File: src/hdl/biq_pkg.sv
// shared types, constants and register codes for the biquad filter
package biq_pkg;

    localparam int CHANNELS = 2;
    localparam int SAMPLE_W = 16;
    localparam int COEFF_W  = 16;
    localparam int ACC_W    = 32;
    localparam int Q_SHIFT  = 15;
    localparam int ADDR_W   = 5;
    localparam int DATA_W   = 32;

    localparam logic signed [COEFF_W-1:0] B0_RESET = 16'sd2399;
    localparam logic signed [COEFF_W-1:0] B1_RESET = 16'sd4799;
    localparam logic signed [COEFF_W-1:0] B2_RESET = 16'sd2399;
    localparam logic signed [COEFF_W-1:0] A1_RESET = 16'sd1;
    localparam logic signed [COEFF_W-1:0] A2_RESET = -16'sd2811;

    typedef enum logic [2:0] {
        REG_B0 = 3'd0,
        REG_B1 = 3'd1,
        REG_B2 = 3'd2,
        REG_A1 = 3'd3,
        REG_A2 = 3'd4
    } biq_reg_idx_t;

    typedef struct packed {
        logic [0:0]                  channel;
        logic signed [SAMPLE_W-1:0]  sample_in;
    } biq_in_t;

    typedef struct packed {
        logic signed [SAMPLE_W-1:0]  sample_out;
        logic [0:0]                  channel_out;
    } biq_out_t;

    typedef struct packed {
        logic signed [COEFF_W-1:0] b0;
        logic signed [COEFF_W-1:0] b1;
        logic signed [COEFF_W-1:0] b2;
        logic signed [COEFF_W-1:0] a1;
        logic signed [COEFF_W-1:0] a2;
    } biq_coeff_t;

    typedef struct packed {
        logic signed [SAMPLE_W-1:0] x;
        logic signed [SAMPLE_W-1:0] x1;
        logic signed [SAMPLE_W-1:0] x2;
        logic signed [SAMPLE_W-1:0] y1;
        logic signed [SAMPLE_W-1:0] y2;
    } biq_taps_t;

endpackage

File: src/hdl/biq_cfg.sv
// apb coefficient register file for the biquad filter
module biq_cfg
    import biq_pkg::*;
(
    input  logic              clk,
    input  logic              rst_n,
    input  logic              psel,
    input  logic              penable,
    input  logic              pwrite,
    input  logic [ADDR_W-1:0] paddr,
    input  logic [DATA_W-1:0] pwdata,
    output logic [DATA_W-1:0] prdata,
    output logic              pready,
    output biq_coeff_t        coeff
);

    biq_coeff_t   coeff_reg;
    biq_reg_idx_t idx;
    logic         wr_en;

    assign idx    = biq_reg_idx_t'(paddr[ADDR_W-1:2]);
    assign wr_en  = psel && penable && pwrite;
    assign pready = 1'b1;
    assign coeff  = coeff_reg;

    always_ff @(posedge clk or negedge rst_n)
    begin
        if (!rst_n)
        begin
            coeff_reg.b0 <= B0_RESET;
            coeff_reg.b1 <= B1_RESET;
            coeff_reg.b2 <= B2_RESET;
            coeff_reg.a1 <= A1_RESET;
            coeff_reg.a2 <= A2_RESET;
        end
        else if (wr_en)
        begin
            case (idx)
                REG_B0:  coeff_reg.b0 <= pwdata[COEFF_W-1:0];
                REG_B1:  coeff_reg.b1 <= pwdata[COEFF_W-1:0];
                REG_B2:  coeff_reg.b2 <= pwdata[COEFF_W-1:0];
                REG_A1:  coeff_reg.a1 <= pwdata[COEFF_W-1:0];
                REG_A2:  coeff_reg.a2 <= pwdata[COEFF_W-1:0];
                default: ;
            endcase
        end
    end

    always_comb
    begin
        prdata = '0;
        case (idx)
            REG_B0:  prdata[COEFF_W-1:0] = coeff_reg.b0;
            REG_B1:  prdata[COEFF_W-1:0] = coeff_reg.b1;
            REG_B2:  prdata[COEFF_W-1:0] = coeff_reg.b2;
            REG_A1:  prdata[COEFF_W-1:0] = coeff_reg.a1;
            REG_A2:  prdata[COEFF_W-1:0] = coeff_reg.a2;
            default: prdata = '0;
        endcase
    end

endmodule

File: src/hdl/biq_mac.sv
// five-tap multiply-accumulate with clamp and q15 rescale
module biq_mac
    import biq_pkg::*;
(
    input  biq_coeff_t                 coeff,
    input  biq_taps_t                  taps,
    output logic signed [SAMPLE_W-1:0] y
);

    logic signed [ACC_W-1:0] p_b0;
    logic signed [ACC_W-1:0] p_b1;
    logic signed [ACC_W-1:0] p_b2;
    logic signed [ACC_W-1:0] p_a1;
    logic signed [ACC_W-1:0] p_a2;
    logic signed [ACC_W-1:0] acc;
    logic signed [ACC_W-1:0] acc_sat;

    assign p_b0 = coeff.b0 * taps.x;
    assign p_b1 = coeff.b1 * taps.x1;
    assign p_b2 = coeff.b2 * taps.x2;
    assign p_a1 = coeff.a1 * taps.y1;
    assign p_a2 = coeff.a2 * taps.y2;

    // wraps modulo 2^32
    assign acc = p_b0 + p_b1 + p_b2 + p_a1 + p_a2;

    // clamp to [-2^30, 2^30-1] from the top two bits
    always_comb
    begin
        acc_sat = acc;
        if (acc[ACC_W-1] != acc[ACC_W-2])
        begin
            acc_sat = {acc[ACC_W-1], acc[ACC_W-1], {(ACC_W-2){~acc[ACC_W-1]}}};
        end
    end

    assign y = acc_sat[Q_SHIFT+SAMPLE_W-1:Q_SHIFT];

endmodule

File: src/hdl/biquad_iir_filter_q15.sv
// top level of the two-channel q15 direct form 1 biquad filter
//
// sample channel: sample_valid / sample_stall / sample_beat carry a channel
// tag and a signed 16-bit sample; a beat is taken when valid is high and
// stall is low. result channel: result_valid / result_stall / result_beat
// carry the filtered sample and the copied tag, exactly one per sample.
// coefficients b0, b1, b2, a1, a2 sit on the apb port at byte addresses
// 0, 4, 8, 12, 16; write them only while no sample is in flight.
// each sample passes the input register, then the multiply-accumulate
// into the result register. throughput: one sample per cycle while the
// receiver does not stall, either channel in any order; the per-channel
// history is updated as each sample reaches the result register, so a
// following sample of the same channel sees it.
// reset clears the history of both channels to zero, empties both
// stages and loads the default coefficients.
// when the receiver stalls, the result register holds; one more sample is
// taken into the input register, then sample_stall rises.
module biquad_iir_filter_q15
    import biq_pkg::*;
(
    input  logic              clk,
    input  logic              rst_n,
    input  logic              sample_valid,
    output logic              sample_stall,
    input  biq_in_t           sample_beat,
    output logic              result_valid,
    input  logic              result_stall,
    output biq_out_t          result_beat,
    input  logic              psel,
    input  logic              penable,
    input  logic              pwrite,
    input  logic [ADDR_W-1:0] paddr,
    input  logic [DATA_W-1:0] pwdata,
    output logic [DATA_W-1:0] prdata,
    output logic              pready
);

    biq_coeff_t coeff;
    biq_taps_t  taps;

    logic        in_valid_reg;
    logic        in_valid_next;
    biq_in_t     in_beat_reg;
    logic        out_valid_reg;
    logic        out_valid_next;
    biq_out_t    out_beat_reg;

    logic signed [SAMPLE_W-1:0] x1_reg [CHANNELS];
    logic signed [SAMPLE_W-1:0] x2_reg [CHANNELS];
    logic signed [SAMPLE_W-1:0] y1_reg [CHANNELS];
    logic signed [SAMPLE_W-1:0] y2_reg [CHANNELS];

    logic                       accept;
    logic                       advance;
    logic [0:0]                 bank;
    logic signed [SAMPLE_W-1:0] y;

    biq_cfg u_cfg (
        .clk     (clk),
        .rst_n   (rst_n),
        .psel    (psel),
        .penable (penable),
        .pwrite  (pwrite),
        .paddr   (paddr),
        .pwdata  (pwdata),
        .prdata  (prdata),
        .pready  (pready),
        .coeff   (coeff)
    );

    assign bank    = in_beat_reg.channel;
    assign taps.x  = in_beat_reg.sample_in;
    assign taps.x1 = x1_reg[bank];
    assign taps.x2 = x2_reg[bank];
    assign taps.y1 = y1_reg[bank];
    assign taps.y2 = y2_reg[bank];

    biq_mac u_mac (
        .coeff (coeff),
        .taps  (taps),
        .y     (y)
    );

    assign advance      = in_valid_reg && (!out_valid_reg || !result_stall);
    assign sample_stall = in_valid_reg && out_valid_reg && result_stall;
    assign accept       = sample_valid && !sample_stall;
    assign result_valid = out_valid_reg;
    assign result_beat  = out_beat_reg;

    always_comb
    begin
        in_valid_next = in_valid_reg;
        if (accept)
        begin
            in_valid_next = 1'b1;
        end
        else if (advance)
        begin
            in_valid_next = 1'b0;
        end

        out_valid_next = out_valid_reg;
        if (advance)
        begin
            out_valid_next = 1'b1;
        end
        else if (!result_stall)
        begin
            out_valid_next = 1'b0;
        end
    end

    always_ff @(posedge clk or negedge rst_n)
    begin
        if (!rst_n)
        begin
            in_valid_reg  <= 1'b0;
            out_valid_reg <= 1'b0;
        end
        else
        begin
            in_valid_reg  <= in_valid_next;
            out_valid_reg <= out_valid_next;
        end
    end

    always_ff @(posedge clk)
    begin
        if (accept)
        begin
            in_beat_reg <= sample_beat;
        end
        if (advance)
        begin
            out_beat_reg.sample_out  <= y;
            out_beat_reg.channel_out <= in_beat_reg.channel;
        end
    end

    // per-channel delay lines shift as the result is registered
    always_ff @(posedge clk or negedge rst_n)
    begin
        if (!rst_n)
        begin
            for (int i = 0; i < CHANNELS; i++)
            begin
                x1_reg[i] <= '0;
                x2_reg[i] <= '0;
                y1_reg[i] <= '0;
                y2_reg[i] <= '0;
            end
        end
        else if (advance)
        begin
            x2_reg[bank] <= x1_reg[bank];
            x1_reg[bank] <= in_beat_reg.sample_in;
            y2_reg[bank] <= y1_reg[bank];
            y1_reg[bank] <= y;
        end
    end

endmodule
File: config.mk
export PLATFORM = sky130hd
export DESIGN_NAME = biquad_iir_filter_q15
export DESIGN_NICKNAME = d
export VERILOG_FILES = /design/src/hdl/biq_pkg.sv /design/src/hdl/biq_cfg.sv /design/src/hdl/biq_mac.sv /design/src/hdl/biquad_iir_filter_q15.sv
export SDC_FILE = /design/constraint.sdc
export NUM_CORES = 2
export LEC_CHECK = 0
export ABC_CLOCK_PERIOD_IN_PS = 29200
export BUFFER_PORTS_ARGS = -buffer_cell sky130_fd_sc_hd__buf_2
export CAP_MARGIN = 0
export CORE_MARGIN = 1
export CORE_UTILIZATION = 50
export CTS_CLUSTER_DIAMETER = 80
export DETAILED_ROUTE_END_ITERATION = 12
export HOLD_SLACK_MARGIN = 0.02
export PLACE_DENSITY = 0.77
export SLEW_MARGIN = 40
export SYNTH_ARGS = -nofsm -noshare
export SYNTH_HDL_FRONTEND = slang
export SYNTH_HIERARCHICAL = 1
export SYNTH_SLANG_ARGS = --single-unit
File: constraint.sdc
create_clock -name clk -period 29.2 [get_ports clk]
set_input_delay 4.38 -clock clk [delete_from_list [all_inputs] [get_ports clk]]
set_output_delay 4.38 -clock clk [all_outputs]
set_load 0.005 [all_outputs]
==> results.cfg <==
[status]
status = completed

[worst_hold_path]
min_path_cells = 1
hp-class = flip-flop to flip-flop
hold_path.startpoint = x2_reg[6]$_DFFE_PN0P_
hold_end = x2_reg[6]$_DFFE_PN0P_

[clock_tree]
clk_path_buf_depth = 3
ctsHoldBuffers = 0
root_buffer = clkbuf_16
cts_resized = 0
clk_latency_ns = 0.61
htree_levels = 2
cts_buffers = 35
cts_setup_buffers = 0
tritoncts = done
cts_sinks = 244
clkTransAtPathRegs_ns = 0.06

[floorplanning]
die_y_um = 348
initial_utilization_pct = 50.5
fp.dieArea_sq_um = 121000
die_w_um = 348
rows = 126
coreArea_sq_um = 118000
pin_count = 113

[layout]
syn_to_final_growth_pct = 4.88
drive_gt1_share_pct = 9.24
largest_register_ffs = 80
antenna_cells = 0
most-common-layout-cells = inv_1, fa_1, and2_1
layout_commonest_cell = inv_1
nFillCells = 10200
final_nets = 7579

[synth]
ys_seq_area_share_pct = 10.6
synth_flop_cell = dfrtp_1
async_flop_share_pct = 86.1
avgSynthCellArea_sq_um = 10.4
synthCells = 5756
ys_types = 64
synth_area_sq_um = 59800
synth_edf_count = 34
ys_seq_elements = 244
yosys_warnings = 6

[worst_setup_path]
critical_path_class = flip-flop to flip-flop
start_kind = flip-flop
crit_top_cell = fa_1
arrival_ns = 11.93
path_max_fanout = 37
r2r-end = y1_reg[1]$_DFFE_PN0P_
rr_startpoint = bank$_DFFE_PP_
cp.required_ns = 29.73
rrSetupSlack_ns = 17.79
slowest_delay_ns = 0.64
reg2reg_depth = 30
worstSetupEndpointType = flip-flop
crit_path_top_delay_cell = fa_1

[sta]
skew_ns = 0.0298
rsz0062_at_grt = false
min_period_over_period_pct = 39.1
slew_headroom_pct = 38.8
timing.final.crit_period_ns = 11.41
finalHoldViolations = 0
slew_viol_final = 0
finalSetupViolCount = 0
max_slew.worst_pin.slew_ns = 0.918
fin_tns_setup_ns = 0
max_freq_ghz = 0.0877

[global_routing]
antenna_found_initial = 1
overflow = 0
grt_start_max_net_pins = 100
grt_pass1_vias = 43600
gr-usage-all-layers_pct = 27.1
grt_pass1_wl_mm = 248

[detailed_routing]
finalWirelength_mm = 156
post_drt_wl_per_cell_um = 21.3
drcViolationCount = 0
drt_first_pass_iters = 8
drt-initial-drc-count = 2690
vias = 39000
routed_via_density = 5.32
antenna_left = 0

[placed_design]
hpwl_mm = 128
port_buffers = 77
gp_congestion = 0.959

[flow_run]
drv_cap = 0
==> area by class of cell <==
type	count	area [sq um]	share of cell area, %
Clock inverter	19	218	0.347
Timing Repair Buffer	117	772	1.23
Clock buffer	44	941	1.50
Sequential cell	244	6330	10.1
Inverter	1634	6130	9.78
Multi-Input combinational cell	3675	46300	73.9
Tap cell	1600	2000	3.19
==> worst max-delay path by stage <==
stage,end,start,slack [ns],cells past startpoint
after floorplan,prdata[0],paddr[2],19.43,5
after global placement,y1_reg[1]$_DFFE_PN0P_,bank$_DFFE_PP_,17.79,30
after detailed placement,y1_reg[2]$_DFFE_PN0P_,bank$_DFFE_PP_,17.93,30
after CTS,y1_reg[2]$_DFFE_PN0P_,bank$_DFFE_PP_,17.88,30
after global routing,y1_reg[2]$_DFFE_PN0P_,bank$_DFFE_PP_,17.48,30
final,y1_reg[1]$_DFFE_PN0P_,bank$_DFFE_PP_,17.79,30
==> metrics by stage <==
| step | hold WS [ns] | std cells | setup WS [ns] | util, % | cell area (sq um) |
|---|---|---|---|---|---|
| floorplan | 0.474 | 5771 | 19.43 | - | 59900 |
| global placement | 0.481 | 7256 | 17.79 | 51.8 | 61400 |
| detailed placement | 0.488 | 7267 | 17.93 | 51.9 | 61500 |
| CTS | 0.501 | 7330 | 17.88 | 52.9 | 62700 |
| global route | 0.512 | 7333 | 17.48 | 53.0 | 62700 |
| finish | 0.501 | 7333 | 17.79 | 53.0 | 62700 |
==> worst max-delay path: cells and delay by family (launching register included) <==
family	cells	cell delay [ns]
buffers and inverters	8	1.77
DFF	1	0.32
and+or+nand+nor	5	1.31
adders and majority gates	11	5.59
AOI/OAI and AO/OA	4	1.51
muxes	2	0.73
==> synth_stat cells, types with 4 or more instances <==
master    count  area share, %
mux2_2      219            4.1
o21a_1       11           0.14
a32oi_1      16           0.23
xnor2_1      67           0.98
fa_1       1530             51
buf_2         8          0.067
buf_6        10           0.19
dfrtp_1     176            7.4
nand2_1     598            3.8
a211oi_1      7          0.088
mux2_4       70            1.8
clkbuf_1    165            1.0
o21ai_0      31           0.26
a22oi_1      16           0.20
nor2b_1      30           0.31
and2_1      621            6.5
buf_4        26           0.33
edfxtp_1     34            1.7
nor3_1        4          0.033
dfstp_2      34            1.5
ha_1        281            5.9
nor2_1       14          0.088
buf_12        7           0.23
a21oi_1      22           0.18
xor2_1       11           0.16
inv_1      1632             10
nand2b_1     45           0.47
a21o_1        9           0.11
nand3_1       7          0.059
==> cells by family (layout without fill, tap and decap cells) <==
logic type | after synthesis | count (layout) | synth area share (%)
flops | 244 | 244 | 10.6
xor+xnor | 81 | 81 | 1.23
mux | 289 | 289 | 5.88
fa+ha+maj | 1813 | 1813 | 57.1
compound gates | 133 | 133 | 1.49
simple gates | 1342 | 1342 | 11.6
other cells | 2 | 17 | 0.0126
buf+inv | 1852 | 1814 | 12.1
==> metal layers <==
metal | vias to the layer above | GRT usage, % | part of all wire, %
li1 | 16200 | - | -
met1 | 20500 | 32.7 | 36
met2 | 1816 | 44.7 | 49
met3 | 489 | 4.39 | 7.1
met4 | 0 | 18.3 | 8.2
met5 | - | 0 | 0
Power is not shown: default switching activity piles up to over one toggle a cycle in this logic, so the estimate is an artifact.
